### config.mk
export PLATFORM = sky130hd
export DESIGN_NAME = retry_backoff_delay_unit
export DESIGN_NICKNAME = d
export VERILOG_FILES = /design/src/rtl/core/rbd_pkg.sv /design/src/rtl/core/retry_backoff_delay_unit.sv
export SDC_FILE = /design/constraint.sdc
export NUM_CORES = 2
export LEC_CHECK = 0
export ABC_AREA = 1
export ABC_CLOCK_PERIOD_IN_PS = 7700
export BUFFER_PORTS_ARGS = -buffer_cell sky130_fd_sc_hd__buf_2
export CAP_MARGIN = 0
export CORE_MARGIN = 2
export CORE_UTILIZATION = 35
export DETAILED_ROUTE_END_ITERATION = 6
export PLACE_DENSITY = 0.63
export SYNTH_ARGS = -nofsm -noshare
export SYNTH_HDL_FRONTEND = slang
export SYNTH_SLANG_ARGS = --single-unit
### constraint.sdc
create_clock -name clk_i -period 7.7 [get_ports clk_i]
set_clock_uncertainty 0.05 [all_clocks]
set_input_delay 0 -clock clk_i [delete_from_list [all_inputs] [get_ports clk_i]]
set_output_delay 0 -clock clk_i [all_outputs]
set_load 0.02 [all_outputs]
### src/rtl/core/rbd_pkg.sv
// Package for the retry backoff delay unit: strategy codes, register indexes,
// sequencer states and fixed-point constants. No dependencies.
`timescale 1ns / 1ps

package rbd_pkg;

  localparam int unsigned FACTOR_FRAC_BITS = 8;

  localparam int unsigned DELAY_W  = 64;
  localparam int unsigned ATTEMPT_W = 32;
  localparam int unsigned FACTOR_W = 16;
  localparam int unsigned LIMIT_W  = 8;
  localparam int unsigned STRAT_W  = 3;
  localparam int unsigned CFG_IDX_W = 3;

  localparam int unsigned HALF_W  = DELAY_W / 2;
  localparam int unsigned PROD_W  = HALF_W + FACTOR_W;
  localparam int unsigned FULL_W  = DELAY_W + FACTOR_W;
  localparam int unsigned CNT_W   = 8;
  localparam int unsigned DIVR_W  = LIMIT_W + 1;

  localparam logic [CNT_W-1:0] DIV_STEPS = CNT_W'(DELAY_W);

  localparam logic [STRAT_W-1:0]  STRATEGY_RST   = 3'd3;
  localparam logic [DELAY_W-1:0]  INIT_DELAY_RST = 64'd100000000;
  localparam logic [DELAY_W-1:0]  MAX_DELAY_RST  = 64'd30000000000;
  localparam logic [FACTOR_W-1:0] GROWTH_RST     =
    FACTOR_W'((32'd2 << FACTOR_FRAC_BITS) & 32'h0000_FFFF);
  localparam logic [LIMIT_W-1:0]  RETRY_LIMIT_RST = 8'd5;

  typedef enum logic [CFG_IDX_W-1:0] {
    REG_STRATEGY      = 3'd0,
    REG_INITIAL_DELAY = 3'd1,
    REG_MAX_DELAY     = 3'd2,
    REG_GROWTH_FACTOR = 3'd3,
    REG_RETRY_LIMIT   = 3'd4
  } reg_idx_e;

  typedef enum logic [STRAT_W-1:0] {
    STRAT_NONE     = 3'd0,
    STRAT_CONSTANT = 3'd1,
    STRAT_LINEAR   = 3'd2,
    STRAT_EXPONENT = 3'd3,
    STRAT_JITTERED = 3'd4
  } strategy_e;

  typedef enum logic [1:0] {
    MODE_LIN,
    MODE_EXP,
    MODE_JIT
  } mode_e;

  typedef enum logic [2:0] {
    ST_IDLE,
    ST_MUL_LO,
    ST_MUL_HI,
    ST_ACC,
    ST_DIV,
    ST_DSUB,
    ST_FINISH
  } state_e;

endpackage

### src/rtl/core/retry_backoff_delay_unit.sv
// Retry backoff delay unit: one shared 32x16 multiplier and a bit-serial divider
// under a small sequencer. Depends on rbd_pkg.
//
// Channel   Signals                                   Direction
// in        in_valid_i, in_ready_o, attempt_number_i  transfer in
// out       out_valid_o, out_ready_i, delay_ns_o      transfer out
// cfg       cfg_we_i, cfg_idx_i, cfg_wdata_i          write only
//
// Sequence per item: limit hit, none, constant and unknown strategies go straight to
// the finish state; linear takes one growth step; exponential takes one per attempt
// (each growth step is two multiplier passes and one add, cap and compare; the loop
// stops early once the cap is hit); jittered adds the 64-step divider.
// Reset clears the sequencer, the output valid and the config registers to defaults.
// A new item is taken while a finished result still waits on the output register.
`timescale 1ns / 1ps

module retry_backoff_delay_unit import rbd_pkg::*; (
  input  logic                 clk_i,
  input  logic                 rst_ni,
  input  logic                 cfg_we_i,
  input  logic [CFG_IDX_W-1:0] cfg_idx_i,
  input  logic [DELAY_W-1:0]   cfg_wdata_i,
  input  logic                 in_valid_i,
  output logic                 in_ready_o,
  input  logic [ATTEMPT_W-1:0] attempt_number_i,
  output logic                 out_valid_o,
  input  logic                 out_ready_i,
  output logic [DELAY_W-1:0]   delay_ns_o
);

  logic [STRAT_W-1:0]  strategy_q;
  logic [DELAY_W-1:0]  init_delay_q;
  logic [DELAY_W-1:0]  max_delay_q;
  logic [FACTOR_W-1:0] growth_q;
  logic [LIMIT_W-1:0]  retry_limit_q;

  state_e state_q, state_d;
  mode_e  mode_q, mode_d;
  logic                out_valid_q, out_valid_d;
  logic [DELAY_W-1:0]  out_q, out_d;
  logic [DELAY_W-1:0]  d_q, d_d;
  logic [DELAY_W-1:0]  dv_q, dv_d;
  logic [LIMIT_W-1:0]  rem_q, rem_d;
  logic [LIMIT_W-1:0]  att_q, att_d;
  logic [CNT_W-1:0]    cnt_q, cnt_d;
  logic [PROD_W-1:0]   plo_q, plo_d;
  logic [PROD_W-1:0]   phi_q, phi_d;

  logic [HALF_W-1:0]   mul_a;
  logic [FACTOR_W-1:0] mul_b;
  logic [PROD_W-1:0]   mul_p;
  logic [FULL_W-1:0]   full;
  logic [FULL_W-1:0]   scaled;
  logic [DELAY_W-1:0]  grown;
  logic [DIVR_W-1:0]   divisor;
  logic [DIVR_W-1:0]   rext;
  logic                rge;

  always_ff @(posedge clk_i or negedge rst_ni) begin
    if (!rst_ni) begin
      strategy_q    <= STRATEGY_RST;
      init_delay_q  <= INIT_DELAY_RST;
      max_delay_q   <= MAX_DELAY_RST;
      growth_q      <= GROWTH_RST;
      retry_limit_q <= RETRY_LIMIT_RST;
    end else if (cfg_we_i) begin
      case (reg_idx_e'(cfg_idx_i))
        REG_STRATEGY:      strategy_q    <= cfg_wdata_i[STRAT_W-1:0];
        REG_INITIAL_DELAY: init_delay_q  <= cfg_wdata_i;
        REG_MAX_DELAY:     max_delay_q   <= cfg_wdata_i;
        REG_GROWTH_FACTOR: growth_q      <= cfg_wdata_i[FACTOR_W-1:0];
        REG_RETRY_LIMIT:   retry_limit_q <= cfg_wdata_i[LIMIT_W-1:0];
        default: ;
      endcase
    end
  end

  // shared multiplier and growth datapath
  assign mul_a = (state_q == ST_MUL_LO) ? d_q[HALF_W-1:0] : d_q[DELAY_W-1:HALF_W];
  assign mul_b = (mode_q == MODE_LIN) ? (FACTOR_W'(att_q) + FACTOR_W'(1)) : growth_q;
  assign mul_p = PROD_W'(mul_a) * PROD_W'(mul_b);

  assign full   = {phi_q, {HALF_W{1'b0}}} + FULL_W'(plo_q);
  assign scaled = (mode_q == MODE_LIN) ? full : (full >> FACTOR_FRAC_BITS);
  assign grown  = (|scaled[FULL_W-1:DELAY_W]) ? {DELAY_W{1'b1}} : scaled[DELAY_W-1:0];

  // bit-serial divide by attempt+2
  assign divisor = DIVR_W'(att_q) + DIVR_W'(2);
  assign rext    = {rem_q, dv_q[DELAY_W-1]};
  assign rge     = (rext >= divisor);

  assign in_ready_o  = (state_q == ST_IDLE);
  assign out_valid_o = out_valid_q;
  assign delay_ns_o  = out_q;

  always_comb begin
    state_d     = state_q;
    mode_d      = mode_q;
    out_valid_d = out_valid_q;
    out_d       = out_q;
    d_d         = d_q;
    dv_d        = dv_q;
    rem_d       = rem_q;
    att_d       = att_q;
    cnt_d       = cnt_q;
    plo_d       = plo_q;
    phi_d       = phi_q;

    if (out_valid_q && out_ready_i) begin
      out_valid_d = 1'b0;
    end

    case (state_q)
      ST_IDLE: begin
        if (in_valid_i) begin
          att_d = attempt_number_i[LIMIT_W-1:0];
          d_d   = init_delay_q;
          cnt_d = CNT_W'(attempt_number_i[LIMIT_W-1:0]);
          if (attempt_number_i >= ATTEMPT_W'(retry_limit_q)) begin
            d_d     = max_delay_q;
            state_d = ST_FINISH;
          end else begin
            case (strategy_e'(strategy_q))
              STRAT_NONE: begin
                d_d     = '0;
                state_d = ST_FINISH;
              end
              STRAT_LINEAR: begin
                mode_d  = MODE_LIN;
                cnt_d   = CNT_W'(1);
                state_d = ST_MUL_LO;
              end
              STRAT_EXPONENT: begin
                mode_d  = MODE_EXP;
                state_d = (attempt_number_i[LIMIT_W-1:0] == '0) ? ST_FINISH : ST_MUL_LO;
              end
              STRAT_JITTERED: begin
                mode_d = MODE_JIT;
                if (attempt_number_i[LIMIT_W-1:0] == '0) begin
                  dv_d    = init_delay_q;
                  rem_d   = '0;
                  cnt_d   = DIV_STEPS;
                  state_d = ST_DIV;
                end else begin
                  state_d = ST_MUL_LO;
                end
              end
              default: begin
                state_d = ST_FINISH;
              end
            endcase
          end
        end
      end
      ST_MUL_LO: begin
        plo_d   = mul_p;
        state_d = ST_MUL_HI;
      end
      ST_MUL_HI: begin
        phi_d   = mul_p;
        state_d = ST_ACC;
      end
      ST_ACC: begin
        cnt_d = cnt_q - CNT_W'(1);
        if (grown > max_delay_q || cnt_q == CNT_W'(1)) begin
          d_d = (grown > max_delay_q) ? max_delay_q : grown;
          if (mode_q == MODE_JIT) begin
            dv_d    = (grown > max_delay_q) ? max_delay_q : grown;
            rem_d   = '0;
            cnt_d   = DIV_STEPS;
            state_d = ST_DIV;
          end else begin
            state_d = ST_FINISH;
          end
        end else begin
          d_d     = grown;
          state_d = ST_MUL_LO;
        end
      end
      ST_DIV: begin
        rem_d = rge ? LIMIT_W'(rext - divisor) : rext[LIMIT_W-1:0];
        dv_d  = {dv_q[DELAY_W-2:0], rge};
        cnt_d = cnt_q - CNT_W'(1);
        if (cnt_q == CNT_W'(1)) begin
          state_d = ST_DSUB;
        end
      end
      ST_DSUB: begin
        d_d     = d_q - dv_q;
        state_d = ST_FINISH;
      end
      ST_FINISH: begin
        if (!out_valid_q || out_ready_i) begin
          out_d       = d_q;
          out_valid_d = 1'b1;
          state_d     = ST_IDLE;
        end
      end
      default: begin
        state_d = ST_IDLE;
      end
    endcase
  end

  always_ff @(posedge clk_i or negedge rst_ni) begin
    if (!rst_ni) begin
      state_q     <= ST_IDLE;
      mode_q      <= MODE_EXP;
      out_valid_q <= 1'b0;
    end else begin
      state_q     <= state_d;
      mode_q      <= mode_d;
      out_valid_q <= out_valid_d;
    end
  end

  always_ff @(posedge clk_i) begin
    out_q <= out_d;
    d_q   <= d_d;
    dv_q  <= dv_d;
    rem_q <= rem_d;
    att_q <= att_d;
    cnt_q <= cnt_d;
    plo_q <= plo_d;
    phi_q <= phi_d;
  end

endmodule

After elaboration in Yosys (flattened, before gate mapping)

Cells that the tools add are included.

Add/sub/neg operators: 6
Multiply operators: 1
Magnitude comparators: 3
Eq/ne operators: 23
Mux-type cells: 46
Bitwise operators: 1
Reduce and logical (&&, ||, !) cells: 25

Operator list:

| kind                  | count |
|---|---|
| $mux W64              | 12 |
| $pmux W64 S3          | 2 |
| $mux W8               | 12 |
| $add A80 B48 Y80      | 1 |
| $mux W80              | 1 |
| $gt A64 B64 Y1        | 1 |
| $sub A64 B64 Y64      | 1 |
| $mul A32 B16 Y48      | 1 |
| $pmux W8 S3           | 2 |
| $ge A32 B8 Y1         | 1 |
| $mux W32              | 1 |
| $mux W3               | 7 |
| $pmux W3 S7           | 1 |
| $eq A3 B2 Y1 const B  | 6 |
| $reduce_and A2 Y1     | 9 |
| $mux W16              | 1 |
| $pmux W8 S2           | 1 |
| $reduce_or A16 Y1     | 1 |
| $eq A3 B3 Y1 const B  | 5 |
| $ne A2 B2 Y1 const B  | 6 |
| $add A8 B1 Y9 const B | 1 |
| $add A8 B2 Y9 const B | 1 |
| $ge A9 B9 Y1          | 1 |
| $logic_not A3 Y1      | 3 |
| other kinds (20)      | 27 |

Register bits: 473
Input port bits: 104
Output and inout port bits: 66

Longest topological paths before layout

Depth after elaboration: 9
Depth in mapped cells: 39
Mapped depth without buffers: 36

Least setup slack after synthesis

Ideal clock, no wire load.

Kind: reg-to-reg
From: reg state_q[0]
To: reg phi_q[41] (data pin)
Setup time: 0.269 ns
Arrival time: 7.666 ns
Data required time: 7.381 ns
Path slack: -0.286 ns
Cell stages (with the launch flop): 30
Path buffers: 2
Cell sequence: dfrtp_1 -> inv_1 -> nor2_1 -> inv_1 -> nor2_1 -> clkbuf_1 -> or2_2 -> o21ai_0 -> inv_1 -> buf_2 -> nand2_1 -> fa_1 -> inv_1 -> fa_1 -> inv_1 -> fa_1 -> fa_1 -> fa_1 -> inv_1 -> fa_1 -> ha_1 -> a21oi_1 -> o21ai_0 -> a21oi_1 -> nand3_1 -> nand2_1 -> nand2_1 -> a21boi_0 -> o21ai_0 -> xor2_1

Word-level cells in the longest chain between the ends: 3

RTL lines:

| item                     | RTL line                        | text |
|---|---|---|
| start: declaration       | retry_backoff_delay_unit.sv:37  | `state_e state_q, state_d;` |
| start signal: assignment | retry_backoff_delay_unit.sv:211 | `state_q <= state_d;` |
| $eq A3 B1 Y1             | retry_backoff_delay_unit.sv:79  | `assign mul_a = (state_q == ST_MUL_LO) ? d_q[HALF_W-1:0] : d_q[DELAY_W-1:HALF_W];` |
| $mux W32                 | retry_backoff_delay_unit.sv:79  |  |
| $mul A32 B16 Y48         | retry_backoff_delay_unit.sv:81  | `assign mul_p = PROD_W'(mul_a) * PROD_W'(mul_b);` |
| named net mul_p[41]      | retry_backoff_delay_unit.sv:51  | `logic [PROD_W-1:0] mul_p;` |
| end signal: assignment   | retry_backoff_delay_unit.sv:225 | `phi_q <= phi_d;` |
| end: declaration         | retry_backoff_delay_unit.sv:47  | `logic [PROD_W-1:0] phi_q, phi_d;` |

The timed path passes the listed nets, and every way through them passes these cells.
A chain may end at the register's enable or synchronous reset.

Worst setup path in the final report

From: reg mode_q[1]
To: reg plo_q[27] (data pin)

Word-level cells in the longest chain between the ends: 3

RTL lines:

| item                     | RTL line                        | text |
|---|---|---|
| start: declaration       | retry_backoff_delay_unit.sv:38  | `mode_e mode_q, mode_d;` |
| start signal: assignment | retry_backoff_delay_unit.sv:212 | `mode_q <= mode_d;` |
| $logic_not A2 Y1         | retry_backoff_delay_unit.sv:80  | `assign mul_b = (mode_q == MODE_LIN) ? (FACTOR_W'(att_q) + FACTOR_W'(1)) : growth_q;` |
| $mux W16                 | retry_backoff_delay_unit.sv:80  |  |
| $mul A32 B16 Y48         | retry_backoff_delay_unit.sv:81  |  |
| named net mul_p[27]      | retry_backoff_delay_unit.sv:51  |  |
| end signal: assignment   | retry_backoff_delay_unit.sv:224 | `plo_q <= plo_d;` |
| end: declaration         | retry_backoff_delay_unit.sv:46  | `logic [PROD_W-1:0] plo_q, plo_d;` |

The timed path passes the listed nets, and every way through them passes these cells.

==> metrics.cfg <==
[timing]
period_needed_ps = 7470
worst_slew_pin_slew_ps = 1080
finalSetupViolCount = 0
timing.fmax_mhz = 134
holdWs_ps = -25.3
fin_ws_ps = 227
slew_headroom_pct = 27.8
hold_viol = 5
fin_crit_sh_pct = 97.1
slew_viol_final = 0

[layout]
drive_above_1_share_pct = 10.2
layout_common_cells = 1514 x nand2_1, 1129 x inv_1, 477 x nor2_1
num-fill-cells = 13700
post-route-util_pct = 40.3
nNetsFinal = 7187
fin_area_um2 = 53700
area_growth_pct = 14.4
final_common_cell = nand2_1

[worst_setup_path]
reg2reg_setup_slack_ps = 230
crit_path_frequent_cell = fa_1
cp_num_buf_inv = 6
path_class = flip-flop to flip-flop
r2r-start = mode_q[1]$_DFFE_PN0P_
cp.required_ps = 8040
path_max_fanout = 25
crit_cells = 22
critPathTopFamily = adder cells
startpoint_type = flip-flop
cp_data_arrival_time_ps = 7810
slowest_delay_ps = 570
crit_path_end_kind = flip-flop
cp_cell_sequence = nor2_4 > clkinv_1 > buf_4 > nand2_1 > clkinvlp_4 > buf_4 > nand2_1 > fa_1 > fa_1 > fa_1 > fa_1 > fa_1 > inv_1 > fa_1 > ha_1 > nand2_1 > o21ai_0 > nor2_1 > o21ai_0 > a21o_1 > buf_4 > xor2_1
reg2reg_depth = 22
reg2reg_to = plo_q[27]$_DFFE_PP_
slowest_stage = fa_1

[cts]
clockBufferDepth = 3
root_buffer = clkbuf_16
path_clk_slew_ps = 70
numCtsBuffers = 53
htreeDepth = 2
cts_tree = built
cts_sinks = 473
clk-insertion-delay-late_ps = 630

[place]
port_buffers = 169
gp_congestion = 1.03
post_dp_cell_area_um2 = 51100
post-place-ws_ps = -117
dp.final_hpwl_mm = 147

[detailed_routing]
postRouteAntennaNets = 0
drt_first_pass_iters = 7
viasPerCell = 5.21
drc = 1
via_count = 42700
routedWlPerCell_um = 21.9
first_iter_violations = 3950
routed_wl_mm = 179

[floorplanning]
pin_count = 170
start_util_pct = 35.3
coreArea_um2 = 133000
die_h_um = 370
die_area_um2 = 137000
std_cell_rows = 134
die_x_um = 370

[logic_synthesis]
syn-instance-count = 6048
synth.distinct_cells = 52
ys_ff_latch = 473
synthArstFlopShare_pct = 34.0
syn_avg_cell_area_um2 = 7.77
synthesis.nets = 6857
yosysTopAreaCellShare_pct = 19.9
yosysWarnings = 0
yosysTopAreaCell = edfxtp_1
syn_area_um2 = 47000
synth_edf_count = 312
ys.flop_type = edfxtp_1
seq_area_frac_synth_pct = 28.6
synth.area.top_cells = edfxtp_1 20%, fa_1 18%, nand2_1 12%, inv_1 9.1%, ha_1 7.6%

[global_routing]
grt_usage_pct = 25.9
grtUsageMet3_pct = 4.14
grt_max_degree = 95
antenna_found_initial = 10
busiest_layer = met2
grt_pass1_wl_mm = 266
grt-ovfl-total = 0
grt_pass1_vias = 41900
met1_usage_pct = 32.3
gr-usage-met2_pct = 43.5

[run]
drv_cap = 0

[outcome]
violations = design-rule violations, negative hold slack
status = finished with violations

[hold_path]
hp-class = primary input to asynchronous set/reset pin

cells by family after synthesis:
logic type                 synth area share [%]
DFF                                        28.6
and+or+nand+nor                            21.8
adders and majority gates                  25.5
buffers and inverters                      11.2
muxes                                     0.341
AOI/OAI and AO/OA                          10.5
xor gates and xnor gates                   2.09
final cells by class:
| cell class | count | area, um^2 | area share, % |
|---|---|---|---|
| repair buffers | 488 | 3530 | 6.58 |
| inverters | 1159 | 4380 | 8.16 |
| diodes | 2 | 5.00 | 0.00931 |
| multi-input cells | 4203 | 28400 | 52.9 |
| clock inverters | 30 | 285 | 0.531 |
| clock buffers | 70 | 1460 | 2.72 |
| well taps | 1768 | 2210 | 4.12 |
| flip-flops and latches | 473 | 13400 | 25.0 |
how the worst max path moves through the flow:
stage,from,to,slack [ps]
2_1_floorplan,state_q[0]$_DFFE_PN0P_,phi_q[41]$_DFFE_PP_,490
3_3_place_gp,att_q[1]$_DFFE_PP_,phi_q[23]$_DFFE_PP_,-130
3_5_place_dp,att_q[1]$_DFFE_PP_,plo_q[44]$_DFFE_PP_,-120
4_1_cts,state_q[1]$_DFFE_PN0P_,plo_q[44]$_DFFE_PP_,60
5_1_grt,mode_q[1]$_DFFE_PN0P_,plo_q[44]$_DFFE_PP_,-30
6_report,mode_q[1]$_DFFE_PN0P_,plo_q[27]$_DFFE_PP_,230
through the flow:
step | TNS [ps] | std cells
after floorplan | 0 | 6048
after global routing | -56.3 | 8191
final | 0 | 8193
after global placement | -568 | 8007
after CTS | 0 | 8188
after detailed placement | -550 | 8007
timing repair:
item,4_1_cts,5_1_grt
hold buffers,80,0
resized for setup,2,20
pin swaps,0,1
hold endpoints to repair,277,0
buffers inserted,1,3
cloned,0,0
endpoints found under the setup margin,12,46
registers in the layout, summed over array words and instances (netlist names), 16 cells and up:
register	count
growth_q	16
d_q	64
plo_q	48
dv_q	64
phi_q	48
init_delay_q	64
delay_ns_o	64
max_delay_q	64
cells in the mapped netlist (all sizes together), types with 48 or more instances:
cell type and count:
inv 1155, xnor2 54, edfxtp 312, clkbuf 169
fa 421, nand3 253, o21ai 456, a21oi 222
dfrtp 128, xor2 58, nand2 1522, ha 284
nor2 498, nand4 99, a31oi 53, o22ai 48
layer usage:
| layer | share of wire (%) | routed length, um | vias up |
|---|---|---|---|
| met1 | 39 | 70600 | 20800 |
| li1 | - | - | 19800 |
| met5 | 0.041 | 74 | - |
| met2 | 47 | 84900 | 1727 |
| met3 | 7.4 | 13200 | 383 |
| met4 | 5.8 | 10400 | 10 |
worst reg2reg max path, cell delays in order (launching register included):
cell and delay, ps:
dfrtp_1 410, nor2_4 260, clkinv_1 160, buf_4 260, nand2_1 360, clkinvlp_4 410, buf_4 310, nand2_1 110
fa_1 450, fa_1 500, fa_1 570, fa_1 470, fa_1 520, inv_1 50, fa_1 440, ha_1 410
nand2_1 140, o21ai_0 290, nor2_1 100, o21ai_0 340, a21o_1 150, buf_4 110, xor2_1 350
Power is left out: the tool's default activity adds up to more than one toggle a clock period on the data nets, which glitch-free logic cannot reach.
